<file path="src/design/assert_macros.svh">
// Assertion macros shared by the parser RTL; clocked on clk_i, off while rst_ni is low.
`ifndef ASSERT_MACROS_SVH
`define ASSERT_MACROS_SVH

// Same-cycle implication check.
`define SRFP_ASSERT_IMP(name, ante, cons, msg) \
  name: assert property (@(posedge clk_i) disable iff (!rst_ni) (ante) |-> (cons)) \
    else $error(msg);

// Next-cycle implication check.
`define SRFP_ASSERT_NXT(name, ante, cons, msg) \
  name: assert property (@(posedge clk_i) disable iff (!rst_ni) (ante) |=> (cons)) \
    else $error(msg);

`endif

</file>
<file path="src/design/srfp_pkg.sv">
// Types, constants and word tables for the sensor record field parser.
package srfp_pkg;

  typedef enum logic [1:0] {
    PH_BLANK,
    PH_SIGN,
    PH_DIGITS,
    PH_STOP
  } phase_e;

  typedef enum logic [2:0] {
    ST_OK         = 3'd0,
    ST_NO_DIGITS  = 3'd1,
    ST_BAD_MOVE   = 3'd2,
    ST_BAD_LIGHT  = 3'd3,
    ST_FEW_FIELDS = 3'd4,
    ST_RANGE      = 3'd5
  } status_e;

  // Field positions within a record
  localparam logic [2:0] FLD_TEMP_OUT = 3'd0;
  localparam logic [2:0] FLD_TEMP_IN  = 3'd1;
  localparam logic [2:0] FLD_MOVE     = 3'd2;
  localparam logic [2:0] FLD_LIGHT    = 3'd3;
  localparam logic [2:0] FLD_DONE     = 3'd4;

  localparam logic [7:0] DELIM_RESET = 8'd44;

  // Character codes
  localparam logic [7:0] CH_ZERO  = 8'h30;
  localparam logic [7:0] CH_NINE  = 8'h39;
  localparam logic [7:0] CH_PLUS  = 8'h2B;
  localparam logic [7:0] CH_MINUS = 8'h2D;
  localparam logic [7:0] CH_SPACE = 8'h20;
  localparam logic [7:0] CH_TAB   = 8'h09;
  localparam logic [7:0] CH_CR    = 8'h0D;

  // Magnitude limits
  localparam logic [32:0] ACC_LIMIT = 33'h0_8000_0000;
  localparam logic [32:0] ACC_CLAMP = 33'h0_8000_0001;
  localparam logic [32:0] POS_MAX   = 33'h0_7FFF_FFFF;

  // Staged input byte
  typedef struct packed {
    logic       valid;
    logic [7:0] ch;
    logic       eor;
  } stage_t;

  // Per-field scan state
  typedef struct packed {
    phase_e      phase;
    logic [32:0] acc;
    logic        neg;
    logic [1:0]  wcnt;
    logic [1:0]  wdead;
  } fld_t;

  // Per-record state
  typedef struct packed {
    logic [2:0]  idx;
    logic [31:0] temp_out;
    logic [31:0] temp_in;
    logic [1:0]  flags;
    status_e     err;
  } rec_t;

  // One result transaction
  typedef struct packed {
    logic [31:0] outside_temp;
    logic [31:0] inside_temp;
    logic        movement_seen;
    logic        light_is_on;
    status_e     status;
  } result_t;

  localparam fld_t FLD_CLEAR = '{PH_BLANK, 33'd0, 1'b0, 2'd0, 2'd0};
  localparam rec_t REC_CLEAR = '{FLD_TEMP_OUT, 32'd0, 32'd0, 2'd0, ST_OK};

  // Accepting word ("yes" for movement, "on" for light): {valid, char}
  function automatic logic [8:0] true_char(logic kind, logic [1:0] pos);
    logic [8:0] r;
    r = 9'd0;
    unique case ({kind, pos})
      3'b000:  r = {1'b1, 8'h79};
      3'b001:  r = {1'b1, 8'h65};
      3'b010:  r = {1'b1, 8'h73};
      3'b100:  r = {1'b1, 8'h6F};
      3'b101:  r = {1'b1, 8'h6E};
      default: r = 9'd0;
    endcase
    return r;
  endfunction

  // Rejecting word ("no" for movement, "off" for light): {valid, char}
  function automatic logic [8:0] false_char(logic kind, logic [1:0] pos);
    logic [8:0] r;
    r = 9'd0;
    unique case ({kind, pos})
      3'b000:  r = {1'b1, 8'h6E};
      3'b001:  r = {1'b1, 8'h6F};
      3'b100:  r = {1'b1, 8'h6F};
      3'b101:  r = {1'b1, 8'h66};
      3'b110:  r = {1'b1, 8'h66};
      default: r = 9'd0;
    endcase
    return r;
  endfunction

  function automatic logic [1:0] true_len(logic kind);
    return kind ? 2'd2 : 2'd3;
  endfunction

  function automatic logic [1:0] false_len(logic kind);
    return kind ? 2'd3 : 2'd2;
  endfunction

endpackage

</file>
<file path="src/design/srfp_in_if.sv">
// Byte input channel: one text byte and its end-of-record flag per transaction.
interface srfp_in_if;
  logic       valid;
  logic       ready;
  logic [7:0] char_in;
  logic       end_of_record;

  modport source (output valid, output char_in, output end_of_record, input ready);
  modport sink (input valid, input char_in, input end_of_record, output ready);
endinterface

</file>
<file path="src/design/srfp_out_if.sv">
// Result channel: parsed record values and status per transaction.
interface srfp_out_if;
  logic              valid;
  logic              ready;
  logic signed [31:0] outside_temp;
  logic signed [31:0] inside_temp;
  logic              movement_seen;
  logic              light_is_on;
  logic [2:0]        status;

  modport source (
    output valid, output outside_temp, output inside_temp,
    output movement_seen, output light_is_on, output status, input ready
  );
  modport sink (
    input valid, input outside_temp, input inside_temp,
    input movement_seen, input light_is_on, input status, output ready
  );
endinterface

</file>
<file path="src/design/srfp_in_stage.sv">
// Input register: holds one accepted byte until the parser core consumes it.
module srfp_in_stage (
  input  logic            clk_i,
  input  logic            rst_ni,
  srfp_in_if.sink         byte_i,
  input  logic            advance_i,
  output srfp_pkg::stage_t stage_o
);
  import srfp_pkg::*;

  logic       valid_q, valid_d;
  logic [7:0] ch_q;
  logic       eor_q;
  logic       accept;

  // Free slot, or slot drains this cycle
  assign byte_i.ready = !valid_q || advance_i;
  assign accept       = byte_i.valid && byte_i.ready;

  always_comb begin
    valid_d = valid_q;
    if (accept) begin
      valid_d = 1'b1;
    end else if (advance_i) begin
      valid_d = 1'b0;
    end
  end

  always_ff @(posedge clk_i or negedge rst_ni) begin
    if (!rst_ni) begin
      valid_q <= 1'b0;
    end else begin
      valid_q <= valid_d;
    end
  end

  // Payload, no reset
  always_ff @(posedge clk_i) begin
    if (accept) begin
      ch_q  <= byte_i.char_in;
      eor_q <= byte_i.end_of_record;
    end
  end

  assign stage_o = '{valid: valid_q, ch: ch_q, eor: eor_q};
endmodule

</file>
<file path="src/design/srfp_core.sv">
// Parser core: field split, number scan, word match and record result per byte.
`include "assert_macros.svh"
module srfp_core (
  input  logic              clk_i,
  input  logic              rst_ni,
  input  logic              cfg_we_i,
  input  logic [7:0]        cfg_data_i,
  input  srfp_pkg::stage_t  stage_i,
  input  logic              can_load_i,
  output logic              advance_o,
  output logic              res_valid_o,
  output srfp_pkg::result_t res_o
);
  import srfp_pkg::*;

  logic [7:0] delim_q;
  fld_t       fld_q, fld_d, fld_a;
  rec_t       rec_q, rec_d, rec_a, rec_b;
  logic       delim_hit;
  status_e    st;

  function automatic rec_t note_err(rec_t r, status_e code);
    rec_t o;
    o = r;
    if (o.err == ST_OK) begin
      o.err = code;
    end
    return o;
  endfunction

  function automatic logic is_digit(logic [7:0] c);
    return (c >= CH_ZERO) && (c <= CH_NINE);
  endfunction

  function automatic logic is_blank(logic [7:0] c);
    return (c == CH_SPACE) || ((c >= CH_TAB) && (c <= CH_CR));
  endfunction

  // Byte ends the numeric scan without any digit seen
  function automatic logic num_bad(fld_t f, logic [7:0] c);
    logic skip, sgn, dig;
    skip = (f.phase == PH_BLANK) && is_blank(c);
    sgn  = (f.phase == PH_BLANK) && ((c == CH_PLUS) || (c == CH_MINUS));
    dig  = (f.phase != PH_STOP) && is_digit(c);
    return !skip && !sgn && !dig && ((f.phase == PH_BLANK) || (f.phase == PH_SIGN));
  endfunction

  // strtol-style scan of one byte; magnitude clamps just above 2^31
  function automatic fld_t num_step(fld_t f, logic [7:0] c);
    fld_t        o;
    logic [35:0] prod;
    o = f;
    prod = {f.acc, 3'b000} + {2'b00, f.acc, 1'b0} + {32'd0, c[3:0] - CH_ZERO[3:0]};
    if ((f.phase == PH_BLANK) && is_blank(c)) begin
      o = f;
    end else if ((f.phase == PH_BLANK) && ((c == CH_PLUS) || (c == CH_MINUS))) begin
      o.neg   = (c == CH_MINUS);
      o.phase = PH_SIGN;
    end else if ((f.phase != PH_STOP) && is_digit(c)) begin
      o.phase = PH_DIGITS;
      if (f.acc <= ACC_LIMIT) begin
        o.acc = (prod > {3'b000, ACC_LIMIT}) ? ACC_CLAMP : prod[32:0];
      end
    end else begin
      o.phase = PH_STOP;
    end
    return o;
  endfunction

  // Exact-match tracking against the two candidate words
  function automatic fld_t word_step(fld_t f, logic [7:0] c, logic kind);
    fld_t       o;
    logic [8:0] tc, fc;
    o  = f;
    tc = true_char(kind, f.wcnt);
    fc = false_char(kind, f.wcnt);
    if (f.wcnt == 2'd3) begin
      o.wdead = 2'b11;
    end else begin
      if (!tc[8] || (tc[7:0] != c)) begin
        o.wdead[0] = 1'b1;
      end
      if (!fc[8] || (fc[7:0] != c)) begin
        o.wdead[1] = 1'b1;
      end
      o.wcnt = f.wcnt + 2'd1;
    end
    return o;
  endfunction

  // Close the current field and move on to the next one
  function automatic rec_t finish(rec_t r, fld_t f);
    rec_t        o;
    logic        over;
    logic [31:0] v;
    logic        kind;
    o    = r;
    kind = r.idx[0];
    over = f.neg ? (f.acc > ACC_LIMIT) : (f.acc > POS_MAX);
    v    = f.neg ? (32'd0 - f.acc[31:0]) : f.acc[31:0];
    if (r.idx < FLD_MOVE) begin
      if ((f.phase == PH_BLANK) || (f.phase == PH_SIGN)) begin
        o = note_err(o, ST_NO_DIGITS);
      end else begin
        if (over) begin
          o = note_err(o, ST_RANGE);
        end
        if (r.idx == FLD_TEMP_OUT) begin
          o.temp_out = v;
        end else begin
          o.temp_in = v;
        end
      end
    end else if (r.idx < FLD_DONE) begin
      if (!f.wdead[0] && (f.wcnt == true_len(kind))) begin
        o.flags[kind] = 1'b1;
      end else if (!f.wdead[1] && (f.wcnt == false_len(kind))) begin
        o.flags[kind] = 1'b0;
      end else begin
        o = note_err(o, kind ? ST_BAD_LIGHT : ST_BAD_MOVE);
      end
    end
    if (r.idx < FLD_DONE) begin
      o.idx = r.idx + 3'd1;
    end
    return o;
  endfunction

  // Delimiter register
  always_ff @(posedge clk_i or negedge rst_ni) begin
    if (!rst_ni) begin
      delim_q <= DELIM_RESET;
    end else if (cfg_we_i) begin
      delim_q <= cfg_data_i;
    end
  end

  // Byte may proceed unless it ends a record and the result slot is busy
  assign advance_o   = stage_i.valid && (!stage_i.eor || can_load_i);
  assign res_valid_o = advance_o && stage_i.eor;
  assign delim_hit   = (stage_i.ch == delim_q);

  // Per-byte update
  always_comb begin
    rec_a = rec_q;
    fld_a = fld_q;
    if (delim_hit) begin
      rec_a = finish(rec_q, fld_q);
      fld_a = FLD_CLEAR;
    end else if (rec_q.idx < FLD_MOVE) begin
      fld_a = num_step(fld_q, stage_i.ch);
      if (num_bad(fld_q, stage_i.ch)) begin
        rec_a = note_err(rec_q, ST_NO_DIGITS);
      end
    end else if (rec_q.idx < FLD_DONE) begin
      fld_a = word_step(fld_q, stage_i.ch, rec_q.idx[0]);
    end
  end

  // End of record: close the open field, then form the status
  always_comb begin
    rec_b = (rec_a.idx < FLD_DONE) ? finish(rec_a, fld_a) : rec_a;
    st    = rec_b.err;
    if ((st == ST_OK) && (rec_b.idx < FLD_DONE)) begin
      st = ST_FEW_FIELDS;
    end
    res_o = '{32'd0, 32'd0, 1'b0, 1'b0, st};
    if (st == ST_OK) begin
      res_o = '{rec_b.temp_out, rec_b.temp_in, rec_b.flags[0], rec_b.flags[1], ST_OK};
    end
  end

  // Next state
  always_comb begin
    rec_d = rec_q;
    fld_d = fld_q;
    if (advance_o) begin
      if (stage_i.eor) begin
        rec_d = REC_CLEAR;
        fld_d = FLD_CLEAR;
      end else begin
        rec_d = rec_a;
        fld_d = fld_a;
      end
    end
  end

  always_ff @(posedge clk_i or negedge rst_ni) begin
    if (!rst_ni) begin
      rec_q <= REC_CLEAR;
      fld_q <= FLD_CLEAR;
    end else begin
      rec_q <= rec_d;
      fld_q <= fld_d;
    end
  end

  `SRFP_ASSERT_NXT(a_clear_after_result, res_valid_o,
    (rec_q.idx == FLD_TEMP_OUT) && (rec_q.err == ST_OK) && (fld_q.phase == PH_BLANK),
    "record state not cleared after a result")
  `SRFP_ASSERT_IMP(a_scan_only_numeric, fld_q.phase != PH_BLANK,
    rec_q.idx < FLD_MOVE, "number scan active outside a numeric field")
endmodule

</file>
<file path="src/design/srfp_out_stage.sv">
// Result register: holds one record result until the receiver takes it.
`include "assert_macros.svh"
module srfp_out_stage (
  input  logic              clk_i,
  input  logic              rst_ni,
  input  logic              load_i,
  input  srfp_pkg::result_t res_i,
  output logic              can_load_o,
  srfp_out_if.source        result_o
);
  import srfp_pkg::*;

  logic    valid_q, valid_d;
  result_t data_q;

  assign can_load_o = !valid_q || result_o.ready;

  always_comb begin
    valid_d = valid_q;
    if (load_i) begin
      valid_d = 1'b1;
    end else if (result_o.ready) begin
      valid_d = 1'b0;
    end
  end

  always_ff @(posedge clk_i or negedge rst_ni) begin
    if (!rst_ni) begin
      valid_q <= 1'b0;
    end else begin
      valid_q <= valid_d;
    end
  end

  // Payload, no reset
  always_ff @(posedge clk_i) begin
    if (load_i) begin
      data_q <= res_i;
    end
  end

  assign result_o.valid         = valid_q;
  assign result_o.outside_temp  = data_q.outside_temp;
  assign result_o.inside_temp   = data_q.inside_temp;
  assign result_o.movement_seen = data_q.movement_seen;
  assign result_o.light_is_on   = data_q.light_is_on;
  assign result_o.status        = data_q.status;

  `SRFP_ASSERT_IMP(a_error_zeroes_values, valid_q && (data_q.status != ST_OK),
    (data_q.outside_temp == 32'd0) && (data_q.inside_temp == 32'd0) &&
    !data_q.movement_seen && !data_q.light_is_on,
    "error result carries nonzero values")
endmodule

</file>
<file path="src/design/sensor_record_field_parser.sv">
// Sensor record field parser: text bytes in, one parsed record result per record out.
//
// byte_i carries one text byte (char_in) per transaction; end_of_record marks
// the last byte of a record. The record splits at the delimiter byte into
// outside temperature, inside temperature, movement word and light word.
// result_o carries one transaction per record: the four values and a status.
// cfg_we_i/cfg_data_i write the delimiter; write it only while the block is idle.
//
// Throughput: one byte per cycle, unless a full result register stalls the input.
// Each byte passes an input register, then the parse logic (multiply-by-ten
// accumulate and word compare) updates the record state and, on the last byte,
// loads the result register, whose valid bit drives result_o.valid.
// Reset clears both registers' valid bits, the record state, and sets the
// delimiter to a comma. When the receiver stalls, bytes keep flowing until
// the next end-of-record byte reaches a full result register; that byte then
// waits in the input register and byte_i.ready drops until the result drains.
module sensor_record_field_parser (
  input  logic       clk_i,
  input  logic       rst_ni,
  input  logic       cfg_we_i,
  input  logic [7:0] cfg_data_i,
  srfp_in_if.sink    byte_i,
  srfp_out_if.source result_o
);
  import srfp_pkg::*;

  stage_t  stage;
  result_t res;
  logic    advance;
  logic    res_valid;
  logic    can_load;

  srfp_in_stage u_in_stage (
    .clk_i     (clk_i),
    .rst_ni    (rst_ni),
    .byte_i    (byte_i),
    .advance_i (advance),
    .stage_o   (stage)
  );

  srfp_core u_core (
    .clk_i       (clk_i),
    .rst_ni      (rst_ni),
    .cfg_we_i    (cfg_we_i),
    .cfg_data_i  (cfg_data_i),
    .stage_i     (stage),
    .can_load_i  (can_load),
    .advance_o   (advance),
    .res_valid_o (res_valid),
    .res_o       (res)
  );

  srfp_out_stage u_out_stage (
    .clk_i      (clk_i),
    .rst_ni     (rst_ni),
    .load_i     (res_valid),
    .res_i      (res),
    .can_load_o (can_load),
    .result_o   (result_o)
  );
endmodule
</file>
<file path="src/flat_wrapper.sv">
// flat-port wrapper written by rule: the top's interface ports become plain ports
module sensor_record_field_parser_flat import srfp_pkg::*;
  (clk_i, rst_ni, cfg_we_i, cfg_data_i, byte_i_valid, byte_i_char_in, byte_i_end_of_record, byte_i_ready, result_o_valid, result_o_outside_temp, result_o_inside_temp, result_o_movement_seen, result_o_light_is_on, result_o_status, result_o_ready);
  srfp_in_if byte_i_i ();
  srfp_out_if result_o_i ();
  input  logic clk_i;
  input  logic rst_ni;
  input  logic cfg_we_i;
  input  logic [7:0] cfg_data_i;
  input wire logic [$bits(byte_i_i.valid)-1:0] byte_i_valid;
  input wire logic [$bits(byte_i_i.char_in)-1:0] byte_i_char_in;
  input wire logic [$bits(byte_i_i.end_of_record)-1:0] byte_i_end_of_record;
  output wire logic [$bits(byte_i_i.ready)-1:0] byte_i_ready;
  output wire logic [$bits(result_o_i.valid)-1:0] result_o_valid;
  output wire logic [$bits(result_o_i.outside_temp)-1:0] result_o_outside_temp;
  output wire logic [$bits(result_o_i.inside_temp)-1:0] result_o_inside_temp;
  output wire logic [$bits(result_o_i.movement_seen)-1:0] result_o_movement_seen;
  output wire logic [$bits(result_o_i.light_is_on)-1:0] result_o_light_is_on;
  output wire logic [$bits(result_o_i.status)-1:0] result_o_status;
  input wire logic [$bits(result_o_i.ready)-1:0] result_o_ready;
  assign byte_i_i.valid = byte_i_valid;
  assign byte_i_i.char_in = byte_i_char_in;
  assign byte_i_i.end_of_record = byte_i_end_of_record;
  assign byte_i_ready = byte_i_i.ready;
  assign result_o_valid = result_o_i.valid;
  assign result_o_outside_temp = result_o_i.outside_temp;
  assign result_o_inside_temp = result_o_i.inside_temp;
  assign result_o_movement_seen = result_o_i.movement_seen;
  assign result_o_light_is_on = result_o_i.light_is_on;
  assign result_o_status = result_o_i.status;
  assign result_o_i.ready = result_o_ready;
  sensor_record_field_parser u_core (.clk_i(clk_i), .rst_ni(rst_ni), .cfg_we_i(cfg_we_i), .cfg_data_i(cfg_data_i), .byte_i(byte_i_i), .result_o(result_o_i));
endmodule
</file>
<file path="config.mk">
export PLATFORM = sky130hd
export DESIGN_NAME = sensor_record_field_parser_flat
export DESIGN_NICKNAME = d
export VERILOG_FILES = /design/src/design/srfp_pkg.sv /design/src/design/srfp_in_if.sv /design/src/design/srfp_out_if.sv /design/src/design/srfp_in_stage.sv /design/src/design/srfp_core.sv /design/src/design/srfp_out_stage.sv /design/src/design/sensor_record_field_parser.sv /design/src/flat_wrapper.sv
export VERILOG_INCLUDE_DIRS = /design/src /design/src/design
export SDC_FILE = /design/constraint.sdc
export NUM_CORES = 1
export LEC_CHECK = 0
export BUFFER_PORTS_ARGS = -buffer_cell sky130_fd_sc_hd__clkbuf_2
export CORE_UTILIZATION = 55
export CTS_BUF_LIST = sky130_fd_sc_hd__clkbuf_16
export CTS_CLUSTER_SIZE = 12
export DETAILED_ROUTE_END_ITERATION = 10
export MAX_ROUTING_LAYER = met4
export PLACE_DENSITY = 0.73
export SLEW_MARGIN = 10
export SYNTH_ARGS = -nofsm -noshare
export SYNTH_HDL_FRONTEND = slang
export SYNTH_SLANG_ARGS = --single-unit
</file>
<file path="constraint.sdc">
create_clock -name clk_i -period 6.2 [get_ports clk_i]
set_input_delay 0.62 -clock clk_i [delete_from_list [all_inputs] [get_ports clk_i]]
set_output_delay 0.62 -clock clk_i [all_outputs]
set_load 0.005 [all_outputs]
</file>
==> flow_metrics.py <==
metrics = {
    "timing": {
        "fin_ws_ns": -0.222,
        "tightestPinTransition_ns": 1.23,
        "share_of_the_clock_period_used_by_the_worst_path_after_layout": 1.04,
        "period_needed_ns": 6.42,
        "worst_clock_skew_ns": 0.0186,
        "report.final.slew_viol_count": 0,
        "fmax_mhz": 156,
        "setup_failing_eps_final": 1,
        "grt_setup_unrepaired": "yes",
        "slew_headroom": 0.171,
        "hold_violations": 0,
    },
    "drt": {
        "drt_iter0_drc": 1713,
        "drt_wl_cell_um": 20.6,
        "routed_via_density": 6.39,
        "finalWirelength_mm": 44.3,
        "route.vias.total": 13700,
        "detailedRoute.firstPassIterationCount": 6,
        "detailed_route_drc_error_count": 0,
        "detail-route-antenna-nets": 0,
    },
    "synthesis": {
        "yosys.cell_count.top_type": "sky130_fd_sc_hd__nand2_1",
        "synth.top_cells.by_area": "sky130_fd_sc_hd__dfrtp_1 21%, sky130_fd_sc_hd__edfxtp_1 17%, sky130_fd_sc_hd__ha_1 6.5%, sky130_fd_sc_hd__o21ai_0 6.0%, sky130_fd_sc_hd__a21oi_1 5.8%",
        "portion_of_the_post_synthesis_area_used_by_sequential_elements": 0.389,
        "postSynthRegisterBits": 200,
        "yosys_most_used_dff": "sky130_fd_sc_hd__dfrtp_1",
        "syn-cell-area_um2": 13900,
        "synth.top_cell.area_share": 0.214,
        "syn_inst": 1674,
        "synth_fp_nets": 1770,
        "synthTopCellsByCount": "205 x sky130_fd_sc_hd__nand2_1, 194 x sky130_fd_sc_hd__nor2_1, 167 x sky130_fd_sc_hd__o21ai_0, 161 x sky130_fd_sc_hd__a21oi_1, 119 x sky130_fd_sc_hd__dfrtp_1",
        "netlist-cell-type-count": 84,
        "synth-edff-count": 78,
        "post_synth.cell_area_avg_um2": 8.30,
        "async_flop_share": 0.610,
        "post-synth-top-area-cell": "sky130_fd_sc_hd__dfrtp_1",
        "synth_warnings": 0,
    },
    "global_route": {
        "vias_in_the_first_global_route": 12800,
        "grt_pass1_wl_mm": 69.7,
        "overflow": 0,
        "gr-usage-all-layers": 0.353,
        "grt_max_degree": 96,
        "antenna_found_initial": 0,
    },
    "floorplanning": {
        "floorplan.die_area_um2": 25900,
        "die_x_um": 161,
        "start_util": 0.566,
        "placementRows": 57,
        "core_area_um2": 24500,
        "top_level_ports": 93,
        "floorplan.die.height_um": 161,
    },
    "clock_tree": {
        "clock_tree.buffer_depth": 2,
        "tritoncts_clock_tree": "yes",
        "cts.clk_slew.worst_paths_ns": 0.09,
        "clockRootBuffer": "sky130_fd_sc_hd__clkbuf_16",
        "cts_buffers": 17,
        "number_of_sinks_on_the_clock_net": 200,
        "htree_num_levels": 4,
        "holdBufCountCts": 0,
        "clk_latency_worst_skew_pair_ns": 0.44,
    },
    "placement": {
        "number_of_buffer_cells_added_on_primary_ports": 92,
        "dp_hpwl_mm": 32.4,
        "gp_routability_congestion": 0.993,
        "post-place-cells": 2109,
    },
    "power_and_ir_drop": {
        "power.internal_mw": 2.09,
        "comb_power_share": 0.114,
        "total_leakage_power_nw": 6.91,
        "pwr_density_cell_nw_per_um2": 182,
        "p_switching_mw": 0.844,
        "share_clk_of_total_power": 0.394,
        "ir_drop_mv": 0.142,
        "seq_power_share": 0.492,
        "total_power_mw": 2.93,
        "power.share.switching": 0.288,
    },
    "hold_path": {
        "tightest_hold_check_type": "input port to asynchronous set/reset pin",
    },
    "critical_path": {
        "critPathMostFrequentCell": "sky130_fd_sc_hd__o221ai_1",
        "critPathMaxFanout": 2,
        "critical_path_required_ns": 6.39,
        "cp-start-kind": "flip-flop",
        "slowest_stage": "sky130_fd_sc_hd__or4b_4",
        "criticalPathCategory": "flip-flop to flip-flop",
        "cp_slowest_stage_delay_ns": 0.55,
        "cp-end-kind": "flip-flop",
        "timing.critical_path.arrival_ns": 6.62,
    },
    "layout": {
        "layout.nets": 1907,
        "antennaDiodeCount": 0,
        "final_layout_size_suffix_gt1_frac": 0.178,
        "stdcell_count": 2148,
        "syn_to_final_growth_pct": 16.1,
        "nFillCells": 2122,
    },
    "outcome": {
        "failing_checks": "negative setup slack",
        "result_of_the_run": "finished, violations left",
    },
    "job": {
        "max_cap_violations": 0,
    },
}
==> path summary, 6_finish.rpt <==
path	from	endpoint	slack, ns	cells after the start
max	u_core.u_core.fld_q[7]$_DFFE_PN0P_	u_core.u_out_stage.result_o.status[2]$_SDFFCE_PN0P_	-0.22	25
min	rst_ni	u_core.u_core.rec_q[10]$_DFFE_PN0P_	0.29	1
max reg2reg	u_core.u_core.fld_q[7]$_DFFE_PN0P_	u_core.u_out_stage.result_o.status[2]$_SDFFCE_PN0P_	-0.22	25
min reg2reg	u_core.u_core.rec_q[60]$_DFFE_PN0P_	u_core.u_core.rec_q[60]$_DFFE_PN0P_	0.49	2
max in group asynchronous	rst_ni	u_core.u_core.rec_q[49]$_DFFE_PN0P_	4.59	2
min in group clk_i	byte_i_char_in[1]	u_core.u_in_stage.ch_q[1]$_DFFE_PP_	0.34	1
==> critical path: cells and delay by family, from the launching register on <==
kind / cells / cell delay (ns)
AOI/OAI and AO/OA: 11 / 2.05
adders and majority gates: 3 / 0.98
DFF: 1 / 0.41
and+or+nand+nor: 8 / 2.57
buffers and inverters: 3 / 0.14
==> cell type report <==
cell class | count | area, µm² | area share
flip-flops and latches | 200 | 5400 | 0.335
multi-input cells | 1326 | 8080 | 0.501
well taps | 324 | 405 | 0.0251
repair buffers | 228 | 1490 | 0.0922
clock inverters | 15 | 179 | 0.0111
inverters | 38 | 148 | 0.00916
clock buffers | 17 | 425 | 0.0264
==> sequential cells by signal (all words and copies together) (netlist names), 3 cells and up <==
signal                                    cells
u_core.u_out_stage.result_o.inside_temp      32
u_core.u_in_stage.ch_q                        8
u_core.u_core.rec_q                          72
u_core.u_out_stage.result_o.outside_temp     32
u_core.u_core.delim_q                         8
u_core.u_out_stage.result_o.status            3
u_core.u_core.fld_q                          40
==> power groups by stage <==
stage	clock (mW)	sequential, mW	combinational, mW
2_1_floorplan	0	1.47	0.179
3_3_place_gp	0	1.47	0.310
5_1_grt	1.21	1.45	0.360
4_1_cts	1.16	1.44	0.324
3_5_place_dp	0	1.47	0.315
6_report	1.16	1.44	0.334
==> repair_timing <==
action	CTS	global route
cloned	0	0
hold endpoints to repair	0	0
resized for setup	17	7
setup endpoints to repair	2	12
buffers inserted	4	4
pin swaps	8	6
==> routing by layer <==
layer	GRT usage	routed length [µm]	part of all wire	up-vias
li1	-	-	-	6374
met1	0.476	18700	0.42	6477
met2	0.536	20100	0.45	758
met3	0.0548	3980	0.090	122
met4	0.133	1630	0.037	0
met5	-	0	0	-
==> cell families (layout without fill, tap and decap cells) <==
logic type,count (synthesis),count (layout),share of synthesized area
buf+inv,148,298,0.0403
compound gates,540,540,0.240
xor+xnor,75,75,0.0473
flops,200,200,0.389
mux,11,11,0.00883
fa+ha+maj,74,74,0.0677
simple gates,626,626,0.208
==> through the flow <==
step                      worst slack, ns  TNS, ns  hold slack (ns)  utilization  cell area, µm²
final                              -0.222   -0.222            0.289        0.657           16100
after global routing               -0.537    -1.01            0.327        0.657           16100
after CTS                          -0.235   -0.235            0.336        0.654           16100
after detailed placement           -0.354   -0.438            0.471        0.626           15400
after global placement             -0.186   -0.186            0.459        0.626           15400
after floorplan                    -0.195   -0.195            0.324            -           13900
==> cell usage in the layout, fill, tap and decap left out, types with 8 or more instances in the layout <==
| master | count |
|---|---|
| sky130_fd_sc_hd__mux2_2 | 10 |
| sky130_fd_sc_hd__xnor2_1 | 17 |
| sky130_fd_sc_hd__nor4_1 | 18 |
| sky130_fd_sc_hd__nor3_1 | 51 |
| sky130_fd_sc_hd__ha_1 | 71 |
| sky130_fd_sc_hd__buf_4 | 136 |
| sky130_fd_sc_hd__or3_1 | 17 |
| sky130_fd_sc_hd__o21ai_0 | 164 |
| sky130_fd_sc_hd__nand2b_1 | 11 |
| sky130_fd_sc_hd__edfxtp_1 | 78 |
| sky130_fd_sc_hd__nand4_1 | 21 |
| sky130_fd_sc_hd__a22o_1 | 15 |
| sky130_fd_sc_hd__inv_1 | 32 |
| sky130_fd_sc_hd__and2_1 | 20 |
| sky130_fd_sc_hd__a21o_1 | 12 |
| sky130_fd_sc_hd__xor2_1 | 56 |
| sky130_fd_sc_hd__o21a_1 | 16 |
| sky130_fd_sc_hd__o211ai_1 | 8 |
| sky130_fd_sc_hd__dfrtp_1 | 117 |
| sky130_fd_sc_hd__o22ai_1 | 8 |
| sky130_fd_sc_hd__or4_1 | 9 |
| sky130_fd_sc_hd__a21oi_1 | 160 |
| sky130_fd_sc_hd__o31ai_1 | 19 |
| sky130_fd_sc_hd__a31oi_1 | 26 |
| sky130_fd_sc_hd__a22oi_1 | 15 |
| sky130_fd_sc_hd__a211oi_1 | 16 |
| sky130_fd_sc_hd__nand2_1 | 203 |
| sky130_fd_sc_hd__clkbuf_16 | 17 |
| sky130_fd_sc_hd__nand3_1 | 32 |
| sky130_fd_sc_hd__clkbuf_2 | 91 |
| sky130_fd_sc_hd__nor2_1 | 193 |
Power figures use the tool's default switching activity.
